`src/smavg_pkg.sv`:
```
`timescale 1ns / 1ps
// shared types and constants for the sensor moving average block
package smavg_pkg;

	localparam int unsigned SAMPLE_W = 8;
	localparam int unsigned AVG_W    = 8;

	// op codes of an input word
	localparam logic OP_PUSH  = 1'b0;
	localparam logic OP_FLUSH = 1'b1;

	// value reported when the average is above the top limit
	localparam logic [AVG_W-1:0] CLAMP_VALUE   = 8'd255;
	localparam logic [AVG_W-1:0] TOP_LIMIT_RST = 8'd255;

	typedef struct packed {
		logic                op;
		logic [SAMPLE_W-1:0] sample;
	} item_t;

	typedef struct packed {
		logic [AVG_W-1:0] average;
		logic             not_empty;
	} res_t;

endpackage

```
`src/sensor_moving_average_core.sv`:
```
`timescale 1ns / 1ps
// top level of the sensor moving average filter
//
//  channel   handshake             payload
//  -------   -------------------   -------------------------
//  input     in_valid / in_stall   op, sample
//  output    out_valid / out_stall average, not_empty
//  config    cfg_valid / cfg_ready cfg_top_limit
//
// one word per cycle sustained while the output is not stalled; a word passes the input stage and the result register
// on its way to the port; the running sum adds new, subtracts evicted once full, clears on flush, one ring read a cycle
// the evicted sample is prefetched from the ring ram through its registered read port
// reset clears the fill count, pointer and sum; ring contents are never read unfilled
// a stalled output holds the result and backs pressure up through the input stage
module sensor_moving_average_core #(
	parameter int unsigned DEPTH = 16,
	parameter int unsigned SHIFT = 4
) (
	input  logic                             clk,
	input  logic                             arst_n,
	// input words
	input  logic                             in_valid,
	output logic                             in_stall,
	input  logic                             op,
	input  logic [smavg_pkg::SAMPLE_W-1:0]   sample,
	// result words
	output logic                             out_valid,
	input  logic                             out_stall,
	output logic [smavg_pkg::AVG_W-1:0]      average,
	output logic                             not_empty,
	// top limit register write
	input  logic                             cfg_valid,
	output logic                             cfg_ready,
	input  logic [smavg_pkg::AVG_W-1:0]      cfg_top_limit
);
	import smavg_pkg::*;

	logic             valid_s1;
	item_t            item_s1;
	logic             out_valid_q;
	res_t             res_q;
	res_t             res_d;
	logic [AVG_W-1:0] top_limit_q;
	logic             out_free;
	logic             fire;
	logic             accept;

	// configuration is always taken
	assign cfg_ready = 1'b1;

	always_ff @(posedge clk or negedge arst_n) begin
		if (!arst_n) begin
			top_limit_q <= TOP_LIMIT_RST;
		end else if (cfg_valid && cfg_ready) begin
			top_limit_q <= cfg_top_limit;
		end
	end

	// output register can load when empty or being drained
	assign out_free = !out_valid_q || !out_stall;
	// word in the input stage is processed and moves to the output register
	assign fire     = valid_s1 && out_free;
	assign in_stall = valid_s1 && !out_free;
	assign accept   = in_valid && !in_stall;

	// input stage
	always_ff @(posedge clk or negedge arst_n) begin
		if (!arst_n) begin
			valid_s1 <= 1'b0;
		end else if (accept) begin
			valid_s1 <= 1'b1;
		end else if (fire) begin
			valid_s1 <= 1'b0;
		end
	end

	always_ff @(posedge clk) begin
		if (accept) begin
			item_s1.op     <= op;
			item_s1.sample <= sample;
		end
	end

	// ring state and average for the word in the input stage
	smavg_dp #(
		.DEPTH (DEPTH),
		.SHIFT (SHIFT)
	) u_dp (
		.clk       (clk),
		.arst_n    (arst_n),
		.fire      (fire),
		.item      (item_s1),
		.top_limit (top_limit_q),
		.result    (res_d)
	);

	// result register
	always_ff @(posedge clk or negedge arst_n) begin
		if (!arst_n) begin
			out_valid_q <= 1'b0;
		end else if (out_free) begin
			out_valid_q <= fire;
		end
	end

	always_ff @(posedge clk) begin
		if (fire) begin
			res_q <= res_d;
		end
	end

	assign out_valid = out_valid_q;
	assign average   = res_q.average;
	assign not_empty = res_q.not_empty;

	a_stall_cause: assert property (@(posedge clk) disable iff (!arst_n)
		in_stall |-> (out_valid_q && out_stall))
		else $error("input stalled while output register free");

	a_result_follows: assert property (@(posedge clk) disable iff (!arst_n)
		fire |=> out_valid_q)
		else $error("processed word did not reach the result register");

endmodule

```
`src/smavg_ram.sv`:
```
`timescale 1ns / 1ps
// generic single write port ram with registered read
module smavg_ram #(
	parameter int unsigned WIDTH = 8,
	parameter int unsigned DEPTH = 16
) (
	input  logic                     clk,
	input  logic                     we,
	input  logic [$clog2(DEPTH)-1:0] waddr,
	input  logic [WIDTH-1:0]         wdata,
	input  logic [$clog2(DEPTH)-1:0] raddr,
	output logic [WIDTH-1:0]         rdata
);

	logic [WIDTH-1:0] mem_q [DEPTH];

	always_ff @(posedge clk) begin
		if (we) begin
			mem_q[waddr] <= wdata;
		end
		rdata <= mem_q[raddr];
	end

endmodule

```
`src/smavg_dp.sv`:
```
`timescale 1ns / 1ps
// ring state, running sum and average computation
module smavg_dp #(
	parameter int unsigned DEPTH = 16,
	parameter int unsigned SHIFT = 4
) (
	input  logic                            clk,
	input  logic                            arst_n,
	input  logic                            fire,
	input  smavg_pkg::item_t                item,
	input  logic [smavg_pkg::AVG_W-1:0]     top_limit,
	output smavg_pkg::res_t                 result
);
	import smavg_pkg::*;

	localparam int unsigned PTR_W = $clog2(DEPTH);
	localparam int unsigned CNT_W = $clog2(DEPTH + 1);
	localparam int unsigned SUM_W = $clog2(DEPTH * 255 + 1);

	logic [CNT_W-1:0]    count_q, count_d;
	logic [PTR_W-1:0]    oldest_q, oldest_d, oldest_inc;
	logic [SUM_W-1:0]    sum_q, sum_d;
	logic                full, empty;
	logic                we;
	logic [PTR_W-1:0]    waddr, raddr;
	logic [SAMPLE_W-1:0] evict;
	logic [SUM_W+AVG_W-1:0] shifted;
	logic [AVG_W-1:0]    avg;

	assign full  = (count_q == CNT_W'(DEPTH));
	assign empty = (count_q == '0);

	assign oldest_inc = (oldest_q == PTR_W'(DEPTH - 1)) ? '0 : oldest_q + 1'b1;

	// oldest stays at zero until the ring is full
	assign waddr = full ? oldest_q : count_q[PTR_W-1:0];
	assign we    = fire && (item.op == OP_PUSH);
	// prefetch the slot that will be evicted by the next push
	assign raddr = fire ? oldest_d : oldest_q;

	smavg_ram #(
		.WIDTH (SAMPLE_W),
		.DEPTH (DEPTH)
	) u_ring (
		.clk   (clk),
		.we    (we),
		.waddr (waddr),
		.wdata (item.sample),
		.raddr (raddr),
		.rdata (evict)
	);

	always_comb begin
		count_d  = count_q;
		oldest_d = oldest_q;
		sum_d    = sum_q;
		if (item.op == OP_FLUSH) begin
			count_d  = '0;
			oldest_d = '0;
			sum_d    = '0;
		end else if (empty) begin
			count_d = CNT_W'(1);
			sum_d   = SUM_W'(item.sample);
		end else if (full) begin
			oldest_d = oldest_inc;
			sum_d    = sum_q - SUM_W'(evict) + SUM_W'(item.sample);
		end else begin
			count_d = count_q + 1'b1;
			sum_d   = sum_q + SUM_W'(item.sample);
		end
	end

	always_ff @(posedge clk or negedge arst_n) begin
		if (!arst_n) begin
			count_q  <= '0;
			oldest_q <= '0;
			sum_q    <= '0;
		end else if (fire) begin
			count_q  <= count_d;
			oldest_q <= oldest_d;
			sum_q    <= sum_d;
		end
	end

	assign shifted = {{AVG_W{1'b0}}, sum_d} >> SHIFT;
	assign avg     = shifted[AVG_W-1:0];

	always_comb begin
		result.average   = (avg > top_limit) ? CLAMP_VALUE : avg;
		result.not_empty = (count_d != '0);
	end

	a_count_bound: assert property (@(posedge clk) disable iff (!arst_n)
		count_q <= CNT_W'(DEPTH))
		else $error("fill count above ring depth");

	a_oldest_only_full: assert property (@(posedge clk) disable iff (!arst_n)
		(oldest_q != '0) |-> full)
		else $error("oldest pointer moved before ring filled");

	a_flush_clears: assert property (@(posedge clk) disable iff (!arst_n)
		(fire && item.op == OP_FLUSH) |=> (count_q == '0 && sum_q == '0))
		else $error("flush did not clear ring state");

	a_full_stays: assert property (@(posedge clk) disable iff (!arst_n)
		(fire && full && item.op == OP_PUSH) |=> full)
		else $error("push into full ring changed the fill count");

endmodule
```
`config.mk`:
```
export PLATFORM = sky130hd
export DESIGN_NAME = sensor_moving_average_core
export DESIGN_NICKNAME = d
export VERILOG_FILES = /design/src/smavg_pkg.sv /design/src/sensor_moving_average_core.sv /design/src/smavg_ram.sv /design/src/smavg_dp.sv
export SDC_FILE = /design/constraint.sdc
export NUM_CORES = 1
export LEC_CHECK = 0
export ABC_AREA = 1
export BUFFER_PORTS_ARGS = -buffer_cell sky130_fd_sc_hd__buf_4
export CAP_MARGIN = 20
export CORE_MARGIN = 3
export CORE_UTILIZATION = 45
export CTS_CLUSTER_SIZE = 30
export DETAILED_ROUTE_END_ITERATION = 16
export MAX_ROUTING_LAYER = met4
export PLACE_DENSITY = 0.61
export SYNTH_ARGS = -nofsm -noshare
export SYNTH_HDL_FRONTEND = slang
export SYNTH_SLANG_ARGS = --single-unit
```
`constraint.sdc`:
```
create_clock -name clk -period 5.7 [get_ports clk]
set_clock_uncertainty 0.05 [all_clocks]
set_input_delay 1.71 -clock clk [delete_from_list [all_inputs] [get_ports clk]]
set_output_delay 1.71 -clock clk [all_outputs]
set_load 0.005 [all_outputs]
```
==> metrics.yaml <==
ys_seq_area_frac: 0.556
final-hold-violation-count: 0
clock-root-buffer: "clkbuf_16"
postRouteAntennaNets: 0
run_status: "finished clean"
area_growth_pct: 11.7
fin_crit_sh: 0.733
ir_drop_v: 0.000264
crit_path_max_fanout: 19
avgViaCountPerCell: 5.15
synth_ff_type: "edfxtp_1"
post_synth_num_cell_types: 41
clk_pin_slew_ns: 0.07
cts_hold_repair.buffers: 0
wire_length_of_the_first_global_routing_pass_mm: 36.5
path_depth: 18
global_route.usage.total: 0.206
r2r.worst_path.cells: 18
tritoncts_num_sinks: 185
post_synthesis_async_set_or_reset_flop_share: 0.168
post_synth_instance_area_um2: 9590
fp.coreArea_um2: 20600
dp_hpwl_mm: 15.0
die_height_um: 152
power_density_nw_per_um2: 358
synth-edff-count: 146
effective_utilization_at_floorplan: 0.466
yosys_warnings: 0
maximum_number_of_pins_on_one_net_before_global_route_repair: 65
maxClockFrequency_ghz: 0.239
detail_route.drc_violations: 0
htree_num_levels: 4
post-place-cells: 1305
cts_tree: "done"
routedWlPerCell_um: 17.0
muxShareOfSynthArea: 0.00117
min_path_type: "flop to flop"
synth_seq_cells: 185
port-buffer-count: 32
finalSetupTns_ns: 0
cp.buffers_inverters: 5
crit_path_start_kind: "flop"
post_cts_resize_count: 0
power_mw: 3.83
drive_above_1_share: 0.0975
via_count: 6890
critical-path-max-stage-delay_ns: 0.54
die_extent_in_x_um: 152
timing.critical_path.mode_cell: "nand3_1"
instances_no_fill: 1337
worstPathArrival_ns: 4.29
synth_compound_gate_area_share: 0.0471
synthesis.nets: 1090
placement_rows: 52
clk-insertion-delay-late_ns: 0.43
p_leak_nw: 4.83
worst_slew_margin_rel: 0.424
synth_xor_area_frac: 0.00365
maxCapViolations: 0
place_congestion: 0.866
postSynthAreaPerCell_um2: 9.34
io_pins: 34
die_area_um2: 23100
drt_first_iter_violations: 533
simple_logic_cell_fraction_of_the_synthesized_area: 0.229
critPathKind: "flop to flop"
final.fill_count: 1925
max-clock-path-buffers: 2
critical_path.cell_chain: "buf_4, inv_1, fa_1, fa_1, inv_1, nand4_1, nand3_1, nand4_1, nand3_1, nand3_1, nand3_1, inv_1, ha_1, nand2_1, inv_1, nand3_1, o21ai_1, nand2_1"
worst_pin_slew_ns: 0.861
cp.required_ns: 5.82
finish.net_count: 1118
maxSlewViolCount: 0
main_combinational_cell_family_by_area_after_synthesis: "simple AND/OR/NAND/NOR gates"
route.final.wire_length_mm: 22.7
drt_pass1_iterations: 6
layout.cells.most_common_list: "200 x inv_1, 193 x nand2_1, 184 x nand3_1"
worstHoldPathCells: 2
antenna_found_initial: 0
cp_capture_type: "flop"
global_route.overflow_total: 0
num_antenna_cells: 0
min_period_ns: 4.18
critPathTopFamily: "adder cells"
grt_pass1_vias: 6626
synthAdderAreaFrac: 0.0619
critical_path.slowest_cell: "fa_1"
cts.repair_timing.setup_buffer_count: 0
post_synth_inst_count: 1026
numCtsBuffers: 17
setup_viol_count_final: 0
layout_commonest_cell: "inv_1"
rsz0062_at_grt: "false"
-- metal layers --
layer / GRT usage / wire (um)
met1: 0.295 / 10900
met3: 0.0421 / 1320
met2: 0.302 / 10200
met4: 0.0535 / 319
met5: - / 0
-- sequential cells by signal (all words and copies together), names as in the netlist --
signal	cells
valid_s1	1
average	8
u_dp.count_q	5
u_dp.u_ring.mem_q	128
u_dp.u_ring.rdata	8
out_valid	1
item_s1	9
top_limit_q	8
u_dp.oldest_q	4
u_dp.sum_q	12
not_empty	1
-- synthesized netlist by cell type, drive strengths merged (2+ instances only) --
cell type,count,area share
o221ai,2,0.0018
clkbuf,12,0.0047
xor2,3,0.0027
fa,9,0.019
a21oi,26,0.014
a31oi,3,0.0035
o211ai,3,0.0023
edfxtp,146,0.46
nand2,197,0.078
dfrtp,23,0.060
dfxtp,8,0.017
nand4,12,0.0078
buf,25,0.015
nor2,38,0.016
ha,33,0.043
o21bai,2,0.0016
nand3,186,0.098
dfstp,8,0.022
o21ai,41,0.022
nand3b,33,0.026
inv,206,0.081
nor3,2,0.0022
-- tightest hold or removal path, delay by kind of cell, from the launching register on --
kind	cells	cell delay, ns
AOI/OAI and AO/OA	1	0.07
DFF	1	0.36
buffers and inverters	1	0.07
-- power breakdown --
group	internal, mW	switching (mW)	total [mW]
combinational	0.346	0.644	0.990
sequential	1.56	0.0503	1.61
clock	0.704	0.530	1.23
total	2.61	1.22	3.83
-- layout make-up --
class | count | area [um^2] | area share
sequential | 185 | 5330 | 0.498
multi-input combinational | 597 | 3300 | 0.308
inverter | 207 | 779 | 0.0728
clock buffer | 19 | 433 | 0.0404
timing repair buffer | 46 | 345 | 0.0322
tap | 270 | 338 | 0.0315
clock inverter | 13 | 186 | 0.0174
-- per-stage QoR --
| stage | worst slack (ns) | hold WS (ns) | utilization | cell area [um^2] |
|---|---|---|---|---|
| 3_3_place_gp | 1.53 | 0.434 | 0.491 | 10100 |
| 3_5_place_dp | 1.51 | 0.446 | 0.491 | 10100 |
| 4_1_cts | 1.53 | 0.459 | 0.521 | 10700 |
| 2_1_floorplan | 2.06 | 0.415 | - | 9590 |
| 6_report | 1.52 | 0.453 | 0.521 | 10700 |
| 5_1_grt | 1.24 | 0.478 | 0.521 | 10700 |
-- cells by family after synthesis --
group / Yosys count
other cells: 1
mux: 1
simple gates: 469
xor+xnor: 4
flops: 185
fa+ha+maj: 42
buf+inv: 244
compound gates: 80
-- path summary, 6_finish.rpt --
path / from / to / slack, ns
max in group asynchronous: arst_n / top_limit_q[2] / 4.08
hold / removal: top_limit_q[1] / top_limit_q[1] / 0.45
setup / recovery: item_s1[1] / average[2] / 1.52
setup reg to reg: item_s1[1] / average[2] / 1.52
min in group asynchronous: arst_n / u_dp.sum_q[10] / 1.17
hold reg to reg: top_limit_q[1] / top_limit_q[1] / 0.45
Power figures use the tool's default switching activity.
